`config.mk`:
```
export PLATFORM = sky130hd
export DESIGN_NAME = day_count_to_yyyymmdd
export DESIGN_NICKNAME = d
export VERILOG_FILES = /design/src/dc2d_pkg.sv /design/src/day_count_to_yyyymmdd.sv /design/src/dc2d_split.sv /design/src/dc2d_date.sv
export SDC_FILE = /design/constraint.sdc
export NUM_CORES = 2
export LEC_CHECK = 0
export CORE_ASPECT_RATIO = 1.5
export CORE_UTILIZATION = 51
export CTS_CLUSTER_DIAMETER = 150
export DETAILED_ROUTE_END_ITERATION = 7
export DONT_BUFFER_PORTS = 1
export PLACE_DENSITY_LB_ADDON = 0.05
export SLEW_MARGIN = 20
export SYNTH_ARGS = -nofsm -noshare
export SYNTH_HDL_FRONTEND = slang
export SYNTH_HIERARCHICAL = 1
export SYNTH_SLANG_ARGS = --single-unit
```
`constraint.sdc`:
```
create_clock -name clk -period 17.1 [get_ports clk]
set_clock_uncertainty 0.2 [all_clocks]
set_input_delay 3.42 -clock clk [delete_from_list [all_inputs] [get_ports clk]]
set_output_delay 3.42 -clock clk [all_outputs]
set_load 0.01 [all_outputs]
```
`src/dc2d_pkg.sv`:
```
package dc2d_pkg;

	// Field widths
	localparam int DAY_W   = 23;	// signed day count
	localparam int MAG_W   = DAY_W - 1;	// magnitude of a non-negative count
	localparam int YEAR_W  = 14;
	localparam int DOY_W   = 9;	// 0-based day of year, up to 365
	localparam int MON_W   = 4;
	localparam int DOM_W   = 5;
	localparam int DATE_W  = 27;
	localparam int YMUL_W  = 28;

	localparam int unsigned BASE_YEAR = 1601;
	localparam int unsigned BASE_MOD4   = BASE_YEAR % 4;
	localparam int unsigned BASE_MOD100 = BASE_YEAR % 100;
	localparam int unsigned BASE_MOD400 = BASE_YEAR % 400;

	// Block lengths in days
	localparam int unsigned DAYS_400Y = 146097;
	localparam int unsigned DAYS_100Y = 36524;
	localparam int unsigned DAYS_4Y   = 1461;
	localparam int unsigned DAYS_1Y   = 365;

	localparam int unsigned YEARS_400 = 400;
	localparam int unsigned YEARS_100 = 100;
	localparam int unsigned DEC_YEAR  = 10000;
	localparam int unsigned DEC_MONTH = 100;

	// Reciprocals for exact division by constant: q = (x * RCP) >> SH
	localparam int SH_400Y = 40;
	localparam logic [22:0] RCP_400Y =
		23'(((64'd1 << SH_400Y) + 64'(DAYS_400Y) - 64'd1) / 64'(DAYS_400Y));
	localparam int SH_4Y = 27;
	localparam logic [16:0] RCP_4Y =
		17'(((64'd1 << SH_4Y) + 64'(DAYS_4Y) - 64'd1) / 64'(DAYS_4Y));

	localparam int Q400_W = 5;	// at most 28 whole 400-year blocks
	localparam int Q4_W   = 5;	// at most 24 whole 4-year blocks

	// First day of each month, 0-based day of year
	localparam logic [DOY_W-1:0] CUM_LEAP [13] = '{
		9'd0, 9'd31, 9'd60, 9'd91, 9'd121, 9'd152, 9'd182,
		9'd213, 9'd244, 9'd274, 9'd305, 9'd335, 9'd366};
	localparam logic [DOY_W-1:0] CUM_NORM [13] = '{
		9'd0, 9'd31, 9'd59, 9'd90, 9'd120, 9'd151, 9'd181,
		9'd212, 9'd243, 9'd273, 9'd304, 9'd334, 9'd365};

	// Year and day of year handed from the block split to the date stages
	typedef struct packed {
		logic              err;
		logic [YEAR_W-1:0] year;
		logic              leap;
		logic [DOY_W-1:0]  doy;
	} ydoy_t;

endpackage

```
`src/day_count_to_yyyymmdd.sv`:
```
// Gregorian day count (0 = January 1, 1601) to packed decimal YYYYMMDD.
// Each accepted input item passes through stage registers s1 to s8 in order before its result reaches m_axis.
// Throughput: one item per cycle while m_axis_tready is high; the eight-stage pipeline holds up to eight items.
// Stalls on m_axis back up stage by stage; every stage register holds its item.
// Reset (arst_n low) clears the stage valid bits only; no warm-up is needed.
module day_count_to_yyyymmdd (
	input  logic        clk,
	input  logic        arst_n,
	// Input stream
	input  logic        s_axis_tvalid,
	output logic        s_axis_tready,
	input  logic [23:0] s_axis_tdata,	// [22:0] day_count (signed), [23] zero
	// Output stream
	output logic        m_axis_tvalid,
	input  logic        m_axis_tready,
	output logic [31:0] m_axis_tdata,	// [26:0] packed_date, [31:27] zero
	output logic [0:0]  m_axis_tuser	// [0] error
);
	import dc2d_pkg::*;

	// Between the year split and the month/day stages
	logic  split_valid;
	logic  split_ready;
	ydoy_t split_item;

	logic [DATE_W-1:0] date;
	logic              err;

	// Stages 1-6: peel off 400-year, century, 4-year and single-year blocks.
	// The 400-year and 4-year quotients come from exact reciprocal products;
	// the century and single-year counts (at most 3) from three compares.
	// A negative count only raises the error flag that rides along.
	dc2d_split u_split (
		.clk       (clk),
		.arst_n    (arst_n),
		.in_valid  (s_axis_tvalid),
		.in_ready  (s_axis_tready),
		.neg       (s_axis_tdata[DAY_W-1]),
		.mag       (s_axis_tdata[MAG_W-1:0]),
		.out_valid (split_valid),
		.out_ready (split_ready),
		.out_item  (split_item)
	);

	// Stages 7-8: month and day from the first-of-month tables (leap table
	// for leap years), then fold year, month and day into decimal YYYYMMDD.
	// The error flag forces the packed date to zero.
	dc2d_date u_date (
		.clk       (clk),
		.arst_n    (arst_n),
		.in_valid  (split_valid),
		.in_ready  (split_ready),
		.in_item   (split_item),
		.out_valid (m_axis_tvalid),
		.out_ready (m_axis_tready),
		.out_date  (date),
		.out_err   (err)
	);

	// Pad the date to whole bytes
	assign m_axis_tdata = {5'd0, date};
	assign m_axis_tuser = err;

endmodule

```
`src/dc2d_split.sv`:
```
module dc2d_split (
	input  logic                       clk,
	input  logic                       arst_n,
	input  logic                       in_valid,
	output logic                       in_ready,
	input  logic                       neg,
	input  logic [dc2d_pkg::MAG_W-1:0] mag,
	output logic                       out_valid,
	input  logic                       out_ready,
	output dc2d_pkg::ydoy_t            out_item
);
	import dc2d_pkg::*;

	logic v_s1, v_s2, v_s3, v_s4, v_s5, v_s6;
	logic adv_s1, adv_s2, adv_s3, adv_s4, adv_s5, adv_s6;

	// Stage 1: reciprocal product for the 400-year split
	logic                err_s1;
	logic [MAG_W-1:0]    mag_s1;
	logic [44:0]         prod_s1;
	// Stage 2: remainder inside the 400-year block
	logic                err_s2;
	logic [17:0]         r400_s2;
	logic [YEAR_W-1:0]   yoff_s2;
	// Stage 3: century split
	logic                err_s3;
	logic [15:0]         r100_s3;
	logic [YEAR_W-1:0]   yoff_s3;
	logic [1:0]          n100_s3;
	// Stage 4: reciprocal product for the 4-year split
	logic                err_s4;
	logic [15:0]         r100_s4;
	logic [YEAR_W-1:0]   yoff_s4;
	logic [1:0]          n100_s4;
	logic [31:0]         prod_s4;
	// Stage 5: remainder inside the 4-year block, leap residues
	logic                err_s5;
	logic [10:0]         r4_s5;
	logic [YEAR_W-1:0]   yoff_s5;
	logic [7:0]          p100_s5;
	logic [9:0]          p400_s5;
	// Stage 6
	ydoy_t               item_s6;

	logic [Q400_W-1:0]   n400;
	logic [1:0]          n100;
	logic [Q4_W-1:0]     n4;
	logic [1:0]          n1;
	logic [1:0]          m4;
	logic [7:0]          s100, mod100;
	logic [9:0]          s400, mod400;

	assign adv_s6   = !v_s6 || out_ready;
	assign adv_s5   = !v_s5 || adv_s6;
	assign adv_s4   = !v_s4 || adv_s5;
	assign adv_s3   = !v_s3 || adv_s4;
	assign adv_s2   = !v_s2 || adv_s3;
	assign adv_s1   = !v_s1 || adv_s2;
	assign in_ready = adv_s1;

	always_ff @(posedge clk or negedge arst_n) begin
		if (!arst_n) begin
			v_s1 <= 1'b0;
			v_s2 <= 1'b0;
			v_s3 <= 1'b0;
			v_s4 <= 1'b0;
			v_s5 <= 1'b0;
			v_s6 <= 1'b0;
		end else begin
			if (adv_s1) v_s1 <= in_valid;
			if (adv_s2) v_s2 <= v_s1;
			if (adv_s3) v_s3 <= v_s2;
			if (adv_s4) v_s4 <= v_s3;
			if (adv_s5) v_s5 <= v_s4;
			if (adv_s6) v_s6 <= v_s5;
		end
	end

	always_comb begin
		n400 = prod_s1[SH_400Y +: Q400_W];

		if (r400_s2 >= 18'(3 * DAYS_100Y))
			n100 = 2'd3;
		else if (r400_s2 >= 18'(2 * DAYS_100Y))
			n100 = 2'd2;
		else if (r400_s2 >= 18'(DAYS_100Y))
			n100 = 2'd1;
		else
			n100 = 2'd0;

		n4 = prod_s4[SH_4Y +: Q4_W];

		if (r4_s5 >= 11'(3 * DAYS_1Y))
			n1 = 2'd3;
		else if (r4_s5 >= 11'(2 * DAYS_1Y))
			n1 = 2'd2;
		else if (r4_s5 >= 11'(DAYS_1Y))
			n1 = 2'd1;
		else
			n1 = 2'd0;

		// year mod 4, 100 and 400 from the block counts
		m4     = 2'(BASE_MOD4) + n1;
		s100   = p100_s5 + 8'(n1);
		mod100 = (s100 >= 8'(YEARS_100)) ? 8'(s100 - 8'(YEARS_100)) : s100;
		s400   = p400_s5 + 10'(n1);
		mod400 = (s400 >= 10'(YEARS_400)) ? 10'(s400 - 10'(YEARS_400)) : s400;
	end

	always_ff @(posedge clk) begin
		if (adv_s1) begin
			err_s1  <= neg;
			mag_s1  <= mag;
			prod_s1 <= 45'(45'(mag) * 45'(RCP_400Y));
		end
		if (adv_s2) begin
			err_s2  <= err_s1;
			r400_s2 <= 18'(mag_s1 - 22'(22'(n400) * 22'(DAYS_400Y)));
			yoff_s2 <= 14'(14'(n400) * 14'(YEARS_400));
		end
		if (adv_s3) begin
			err_s3  <= err_s2;
			r100_s3 <= 16'(r400_s2 - 18'(18'(n100) * 18'(DAYS_100Y)));
			yoff_s3 <= yoff_s2 + 14'(14'(n100) * 14'(YEARS_100));
			n100_s3 <= n100;
		end
		if (adv_s4) begin
			err_s4  <= err_s3;
			r100_s4 <= r100_s3;
			yoff_s4 <= yoff_s3;
			n100_s4 <= n100_s3;
			prod_s4 <= 32'(32'(r100_s3) * 32'(RCP_4Y));
		end
		if (adv_s5) begin
			err_s5  <= err_s4;
			r4_s5   <= 11'(r100_s4 - 16'(16'(n4) * 16'(DAYS_4Y)));
			yoff_s5 <= yoff_s4 + 14'({n4, 2'b00});
			p100_s5 <= 8'(BASE_MOD100) + 8'({n4, 2'b00});
			p400_s5 <= 10'(BASE_MOD400) + 10'(10'(n100_s4) * 10'(YEARS_100))
				+ 10'({n4, 2'b00});
		end
		if (adv_s6) begin
			item_s6.err  <= err_s5;
			item_s6.year <= 14'(BASE_YEAR) + yoff_s5 + 14'(n1);
			item_s6.leap <= ((m4 == 2'd0) && (mod100 != 8'd0)) || (mod400 == 10'd0);
			item_s6.doy  <= 9'(r4_s5 - 11'(11'(n1) * 11'(DAYS_1Y)));
		end
	end

	assign out_valid = v_s6;
	assign out_item  = item_s6;

endmodule

```
`src/dc2d_date.sv`:
```
module dc2d_date (
	input  logic                        clk,
	input  logic                        arst_n,
	input  logic                        in_valid,
	output logic                        in_ready,
	input  dc2d_pkg::ydoy_t             in_item,
	output logic                        out_valid,
	input  logic                        out_ready,
	output logic [dc2d_pkg::DATE_W-1:0] out_date,
	output logic                        out_err
);
	import dc2d_pkg::*;

	logic v_s7, v_s8;
	logic adv_s7, adv_s8;

	logic              err_s7;
	logic [MON_W-1:0]  mon_s7;
	logic [DOM_W-1:0]  dom_s7;
	logic [YMUL_W-1:0] ymul_s7;
	logic              err_s8;
	logic [DATE_W-1:0] date_s8;

	logic [10:0]       ge;
	logic [MON_W-1:0]  cnt;
	logic [DOY_W-1:0]  first;

	assign adv_s8   = !v_s8 || out_ready;
	assign adv_s7   = !v_s7 || adv_s8;
	assign in_ready = adv_s7;

	always_ff @(posedge clk or negedge arst_n) begin
		if (!arst_n) begin
			v_s7 <= 1'b0;
			v_s8 <= 1'b0;
		end else begin
			if (adv_s7) v_s7 <= in_valid;
			if (adv_s8) v_s8 <= v_s7;
		end
	end

	// Months already past form a thermometer; its length picks the month
	always_comb begin
		for (int i = 1; i < 12; i++)
			ge[i-1] = in_item.doy >= (in_item.leap ? CUM_LEAP[i] : CUM_NORM[i]);
		cnt   = MON_W'($countones(ge));
		first = in_item.leap ? CUM_LEAP[cnt] : CUM_NORM[cnt];
	end

	always_ff @(posedge clk) begin
		if (adv_s7) begin
			err_s7  <= in_item.err;
			mon_s7  <= cnt + 4'd1;
			dom_s7  <= 5'(in_item.doy - first + 9'd1);
			ymul_s7 <= 28'(28'(in_item.year) * 28'(DEC_YEAR));
		end
		if (adv_s8) begin
			err_s8  <= err_s7;
			date_s8 <= err_s7 ? '0 :
				27'(ymul_s7 + 28'(28'(mon_s7) * 28'(DEC_MONTH)) + 28'(dom_s7));
		end
	end

	assign out_valid = v_s8;
	assign out_date  = date_s8;
	assign out_err   = err_s8;

endmodule

```
# Word-level counts from Yosys, hierarchy flattened
# Memory sizes are Yosys's and may differ from the RTL's.
# Cells that the tools add are included.
dict set report op_classes {
  n_mux 23
  n_reduce_logical 21
  n_addsub 31
  n_eq_ne 0
  div 0
  order_cmp 20
  n_bitwise 1
  multipliers 11
  shifts 0
}
# operator count
set ops {}
lappend ops {{$mul 22x22->44 const B} 1}
lappend ops {{$ge 18x17->1 const B} 2}
lappend ops {{$ge 9x8->1} 4}
lappend ops {{$mul 16x15->30 const B} 1}
lappend ops {{$add 27x11->27} 1}
lappend ops {{$add 27x5->27} 1}
lappend ops {{$ge 9x9->1} 3}
lappend ops {{$mux 5} 5}
lappend ops {{$mul 14x10->23 const B} 1}
lappend ops {{$ge 18x16->1 const B} 1}
lappend ops {{$ge 9x7->1} 2}
lappend ops {{$mul 5x18->18 const B} 1}
lappend ops {{$sub 18x18->18} 1}
lappend ops {{$add 4x4->4} 4}
lappend ops {{$sub 16x16->16} 1}
lappend ops {{$add 11x14->14 const A} 1}
lappend ops {{$add 14x2->14} 1}
lappend ops {{$add 14x7->14} 1}
lappend ops {{$add 14x9->14} 1}
lappend ops {{$mul 2x14->14 const B} 1}
lappend ops {{$mul 2x5->7 const B} 2}
lappend ops {{$mux 2} 6}
lappend ops {{$ge 11x10->1 const B} 1}
lappend ops {{$ge 11x11->1 const B} 1}
lappend ops {{other kinds (37)} 63}
dict set report totals {
  ff_bits 321
  romBits 288
  n_memories 2
  ram_bits 0
  latchBits 0
  inputBits 28
}
# name depth width rd rd_clocked_by_memory_dff wr line
set mem_list {}
lappend mem_list {{(no name shown)} 16 9 1 0 0 dc2d_date.sv:47} ;# first = in_item.leap ? CUM_LEAP[cnt] : CUM_NORM[cnt];
lappend mem_list {{(no name shown)} 16 9 1 0 0 dc2d_date.sv:47}

# Logic depth before layout (Yosys ltp)
dict set report logic_depth {
  word_depth 13
  ltp_mapped 31
  mapped_depth_nobuf 29
}

# Modules after synthesis
# The synthesis kept the hierarchy.
# module seq_area_each_um2 cells_each instances area_per_inst_um2
set modules_own_cells {}
lappend modules_own_cells {dc2d_split 5285.1 2019 1 22848.2}
lappend modules_own_cells {dc2d_date 1881.8 603 1 6229.7}
lappend modules_own_cells {day_count_to_yyyymmdd 0.0 6 1 41.3}

# Worst setup path before layout
# Ideal clock, no wire load.
dict set report synth_path {
  path_type {input to output}
  start {in m_axis_tready}
  end {out s_axis_tready}
  stages 5
  path_buffers 0
  slack_ps 7745
  t_required_ps 13480
  t_arrival_ps 5735
  cell_sequence {nand3b_1 -> nor2b_1 -> and2_1 -> and3_1 -> nand3_1}
}
dict set report synth_between {
  elab_chain_len 8
}
# element line
set synth_lines {}
lappend synth_lines {{start, declared} day_count_to_yyyymmdd.sv:15} ;# input logic m_axis_tready,
lappend synth_lines {{$logic_or 1x1->1} dc2d_date.sv:28} ;# assign adv_s8 = !v_s8 || out_ready;
lappend synth_lines {{$logic_or 1x1->1} dc2d_date.sv:29} ;# assign adv_s7 = !v_s7 || adv_s8;
lappend synth_lines {{$logic_or 1x1->1} dc2d_split.sv:53} ;# assign adv_s6 = !v_s6 || out_ready;
lappend synth_lines {{$logic_or 1x1->1} dc2d_split.sv:54} ;# assign adv_s5 = !v_s5 || adv_s6;
lappend synth_lines {{$logic_or 1x1->1} dc2d_split.sv:55} ;# assign adv_s4 = !v_s4 || adv_s5;
lappend synth_lines {{$logic_or 1x1->1} dc2d_split.sv:56} ;# assign adv_s3 = !v_s3 || adv_s4;
lappend synth_lines {{$logic_or 1x1->1} dc2d_split.sv:57} ;# assign adv_s2 = !v_s2 || adv_s3;
lappend synth_lines {{$logic_or 1x1->1} dc2d_split.sv:58} ;# assign adv_s1 = !v_s1 || adv_s2;
lappend synth_lines {{end, declared} day_count_to_yyyymmdd.sv:11} ;# output logic s_axis_tready,
# Every way passes these cells.

# Worst setup path in the final report
dict set report layout_path {
  start {in s_axis_tdata[3]}
  end {reg u_split.prod_s1[44] (data pin)}
}
dict set report layout_between {
  elab_chain_len 1
}
# element line
set layout_lines {}
lappend layout_lines {{start, declared} day_count_to_yyyymmdd.sv:12} ;# input logic [23:0] s_axis_tdata,
lappend layout_lines {{$mul 22x22->44} dc2d_split.sv:114} ;# prod_s1 <= 45'(45'(mag) * 45'(RCP_400Y));
lappend layout_lines {{end signal, assigned} dc2d_split.sv:114}
lappend layout_lines {{end, declared} dc2d_split.sv:20} ;# logic [44:0] prod_s1;
# Every way passes these cells.
# A chain may end at the register's enable or synchronous reset.

==> results_tabular.tex <==
\begin{tabular}{lr}
\hline
Metric & Value \\
\hline
\multicolumn{2}{l}{\textbf{Status}} \\
\quad Status & completed \\
\multicolumn{2}{l}{\textbf{Logic synthesis}} \\
\quad Fraction of post-synthesis cell area in the top cell type by area & 24.8\% \\
\quad Top cells by count, synth & inv\_1, ha\_1, fa\_1 \\
\quad Distinct cell type count of the synthesized netlist & 75 \\
\quad Async set or reset register ratio after synthesis & 3.33\% \\
\quad Number of enable flip-flop cells after synthesis & 232 \\
\quad Library cell occupying the most area in the post-synthesis netlist & ha\_1 \\
\quad Synth Register Bits & 240 \\
\quad Area of the mapped netlist & 29100 sq um \\
\quad Most used flip-flop cell after synthesis & edfxtp\_1 \\
\quad Syn. warnings & 6 \\
\quad Avg Inst Size Synth & 11.1 sq um \\
\quad Most common cell in the synthesized netlist & inv\_1 \\
\quad Synth area leaders & ha\_1, fa\_1, edfxtp\_1, inv\_1, xnor2\_1 \\
\quad Number of cells produced by synthesis & 2628 \\
\quad Register area share after synthesis & 24.6\% \\
\multicolumn{2}{l}{\textbf{STA}} \\
\quad Worst slew margin relative to its limit & 26.4\% \\
\quad Setup repair after global routing missed its margin & no \\
\quad Fmax achieved & 104 MHz \\
\quad Setup total negative slack & 0 ns \\
\quad Final period demand of the worst path & 9.60 ns \\
\quad Fin crit share & 56.2\% \\
\quad Count of final max-slew check failures & 0 \\
\quad Final count of hold timing violations & 0 \\
\quad Final setup violation count & 0 \\
\quad Worst-margin pin slew & 1.09 ns \\
\multicolumn{2}{l}{\textbf{GRT}} \\
\quad Number of global-route vias before repair & 19845 \\
\quad Met3 Usage GRT & 1.81\% \\
\quad Grt peak-use layer & met2 \\
\quad First-pass GRT wire length & 97200 microns \\
\quad Initial antenna violation count & 0 \\
\quad Global routing usage on met1 & 19.4\% \\
\quad Largest net degree at the start of global routing & 36 \\
\quad Met2 Usage GRT & 46.9\% \\
\quad Sum of overflow across all layers after global routing & 0 \\
\quad Combined global-route utilization of all metal layers & 21.4\% \\
\multicolumn{2}{l}{\textbf{Min path}} \\
\quad Class of the most critical hold timing path & flip-flop to flip-flop \\
\quad Hold path startpoint & u\_split/err\_s5 \\
\quad Sink of the worst hold path & u\_split/out\_item[24] \\
\quad Depth of the worst hold-timing path & 0 \\
\multicolumn{2}{l}{\textbf{Critical path}} \\
\quad Required time worst endpoint & 17.20 ns \\
\quad Source of the worst register-to-register timing path & u\_split/out\_item[9] \\
\quad CP Max Fanout & 7 \\
\quad Worst reg2reg path endpoint & u\_date/dom\_s7[4] \\
\quad Worst path arrival time & 9.70 ns \\
\quad Kind of start point of the critical path & input pin \\
\quad Setup CP Type & input pin to flip-flop \\
\quad Type of element capturing the critical path & flip-flop \\
\quad Length in cells of the worst reg-to-reg path & 27 \\
\quad Worst setup slack for register-to-register paths & 8.49 ns \\
\multicolumn{2}{l}{\textbf{Final layout}} \\
\quad Post-synthesis to final-layout area growth & 6.29\% \\
\quad Final-stage net count & 3611 \\
\quad Diode count & 0 \\
\quad Layout cells sized above 1 & 2.62\% \\
\multicolumn{2}{l}{\textbf{Detailed routing}} \\
\quad Vias & 17736 \\
\quad Total DRC errors in the routed layout & 0 \\
\quad Per-cell routed wire length & 17.0 microns \\
\quad Number of vias per cell after detailed routing & 5.18 \\
\quad Number of DRC violations after detailed-routing iteration 0 & 426 \\
\quad First-pass DRT Iterations & 7 \\
\quad Total Routed Length & 58300 microns \\
\quad Antenna Violating Nets Remaining & 0 \\
\multicolumn{2}{l}{\textbf{CTS}} \\
\quad Number of setup buffers added after CTS & 0 \\
\quad Gates resized, CTS repair & 0 \\
\quad Clock latency on the worst-skew pair & 0.56 ns \\
\quad Clock tree from TritonCTS & done \\
\quad Deepest level of the CTS H-tree & 1 \\
\quad Clock net sink count & 240 \\
\quad TritonCTS Buffers & 25 \\
\quad Maximum buffer depth of the clock tree & 3 \\
\quad Clock root buffer & clkbuf\_16 \\
\quad Clock transition at the registers of the reported paths & 0.06 ns \\
\quad CTS Hold Bufs & 0 \\
\multicolumn{2}{l}{\textbf{Placed design}} \\
\quad Final weighted congestion in routability-driven placement & 0.863 \\
\quad Count of buffers inserted at the top-level ports & 0 \\
\quad HPWL Detailed & 51100 microns \\
\multicolumn{2}{l}{\textbf{Die}} \\
\quad Die Footprint & 58100 sq um \\
\quad Core outline area & 56100 sq um \\
\quad Initial cell density of the core & 51.9\% \\
\quad Site Rows & 106 \\
\quad Die Span X & 197 microns \\
\quad Number of placed I/O pins & 63 \\
\quad Die Ht & 295 microns \\
\multicolumn{2}{l}{\textbf{Run}} \\
\quad Max-cap viol count & 0 \\
\hline
\end{tabular}
## through the flow
| stage | utilization [%] | hold slack (ns) | std cells | area [sq um] | worst slack (ns) |
|---|---|---|---|---|---|
| detailed placement | 53.6 | 0.205 | 3378 | 30000 | 6.96 |
| floorplan | - | 0.200 | 2632 | 29100 | 7.75 |
| global route | 55.2 | 0.216 | 3424 | 31000 | 7.26 |
| global placement | 53.6 | 0.201 | 3378 | 30000 | 6.99 |
| finish | 55.2 | 0.218 | 3424 | 31000 | 7.50 |
| CTS | 55.2 | 0.215 | 3424 | 30900 | 7.52 |
## registers in the layout, summed over array words and instances, names as in the netlist, 4 cells and up
register and count:
u_split/r100_s3 16, u_split/yoff_s3 11, u_date/out_date 27, u_date/ymul_s7 23, u_split/r100_s4 11, u_date/mon_s7 4
u_split/p400_s5 8, u_split/out_item 25, u_date/dom_s7 5, u_split/p100_s5 5, u_split/yoff_s2 10, u_split/mag_s1 18
u_split/prod_s4 5, u_split/r400_s2 18, u_split/r4_s5 11, u_split/prod_s1 5, u_split/yoff_s5 10, u_split/yoff_s4 11
## worst max-delay path, stage by stage
cell      delay (ns)
inv_1           0.09
fa_1            0.50
inv_1           0.05
fa_1            0.51
inv_1           0.06
fa_1            0.54
fa_1            0.56
inv_1           0.07
fa_1            0.51
fa_1            0.56
inv_1           0.06
fa_1            0.55
inv_1           0.06
ha_1            0.32
o21a_1          0.13
o221ai_1        0.12
o31ai_1         0.92
o211ai_1        0.23
a21oi_1         0.23
nor2_1          0.08
xnor2_1         0.12
## per-layer routing
layer	part of all wire, %	vias up
met1	32	8752
li1	-	8664
met5	0	-
met4	3.8	0
met3	2.2	87
met2	62	233
## worst max-delay path by stage
| stage | startpoint | endpoint | slack (ns) | cells after the start |
|---|---|---|---|---|
| floorplan | m_axis_tready | s_axis_tready | 7.75 | 5 |
| global placement | s_axis_tdata[3] | u_split/prod_s1[44] | 6.99 | 21 |
| detailed placement | s_axis_tdata[3] | u_split/prod_s1[44] | 6.96 | 21 |
| CTS | s_axis_tdata[3] | u_split/prod_s1[44] | 7.52 | 21 |
| global route | s_axis_tdata[3] | u_split/prod_s1[44] | 7.26 | 21 |
| finish | s_axis_tdata[3] | u_split/prod_s1[44] | 7.50 | 21 |
## cell families after synthesis
logic type      count (synthesis)  synth area share (%)
fa+ha+maj                     934                  49.3
simple gates                  282                  4.96
xor+xnor                      158                  4.75
buf+inv                       682                  8.88
compound gates                325                  7.18
mux                             6                 0.258
other cells                     1                0.0129
flops                         240                  24.6
## layout by cell type (no fill, tap or decap), types with 9 or more instances in the layout
cell | netlist | layout
nor3_1 | 16 | 16
nor2_1 | 67 | 67
clkbuf_16 | 0 | 25
inv_1 | 663 | 662
o21ai_0 | 58 | 58
o211ai_1 | 9 | 9
ha_1 | 577 | 577
a21oi_1 | 109 | 109
nor2b_1 | 23 | 23
edfxtp_1 | 232 | 232
a31oi_1 | 9 | 9
nand4_1 | 20 | 20
nand2_1 | 61 | 61
o21a_1 | 12 | 12
fa_1 | 357 | 357
nand2b_1 | 22 | 22
a21o_1 | 44 | 44
xor2_1 | 47 | 47
nand3_1 | 21 | 21
a211oi_1 | 14 | 14
xnor2_1 | 111 | 110
and3_1 | 11 | 11
## final cells by class
cell class	count	area, sq um
multi-input combinational	1710	19400
fill	4987	25200
inverter	664	2490
sequential	240	7170
clock buffer	34	669
timing repair buffer	8	60.1
clock inverter	12	228
tap	756	946
Power is left out: the tool's default activity adds up to more than one toggle a clock period on the data nets, which glitch-free logic cannot reach.
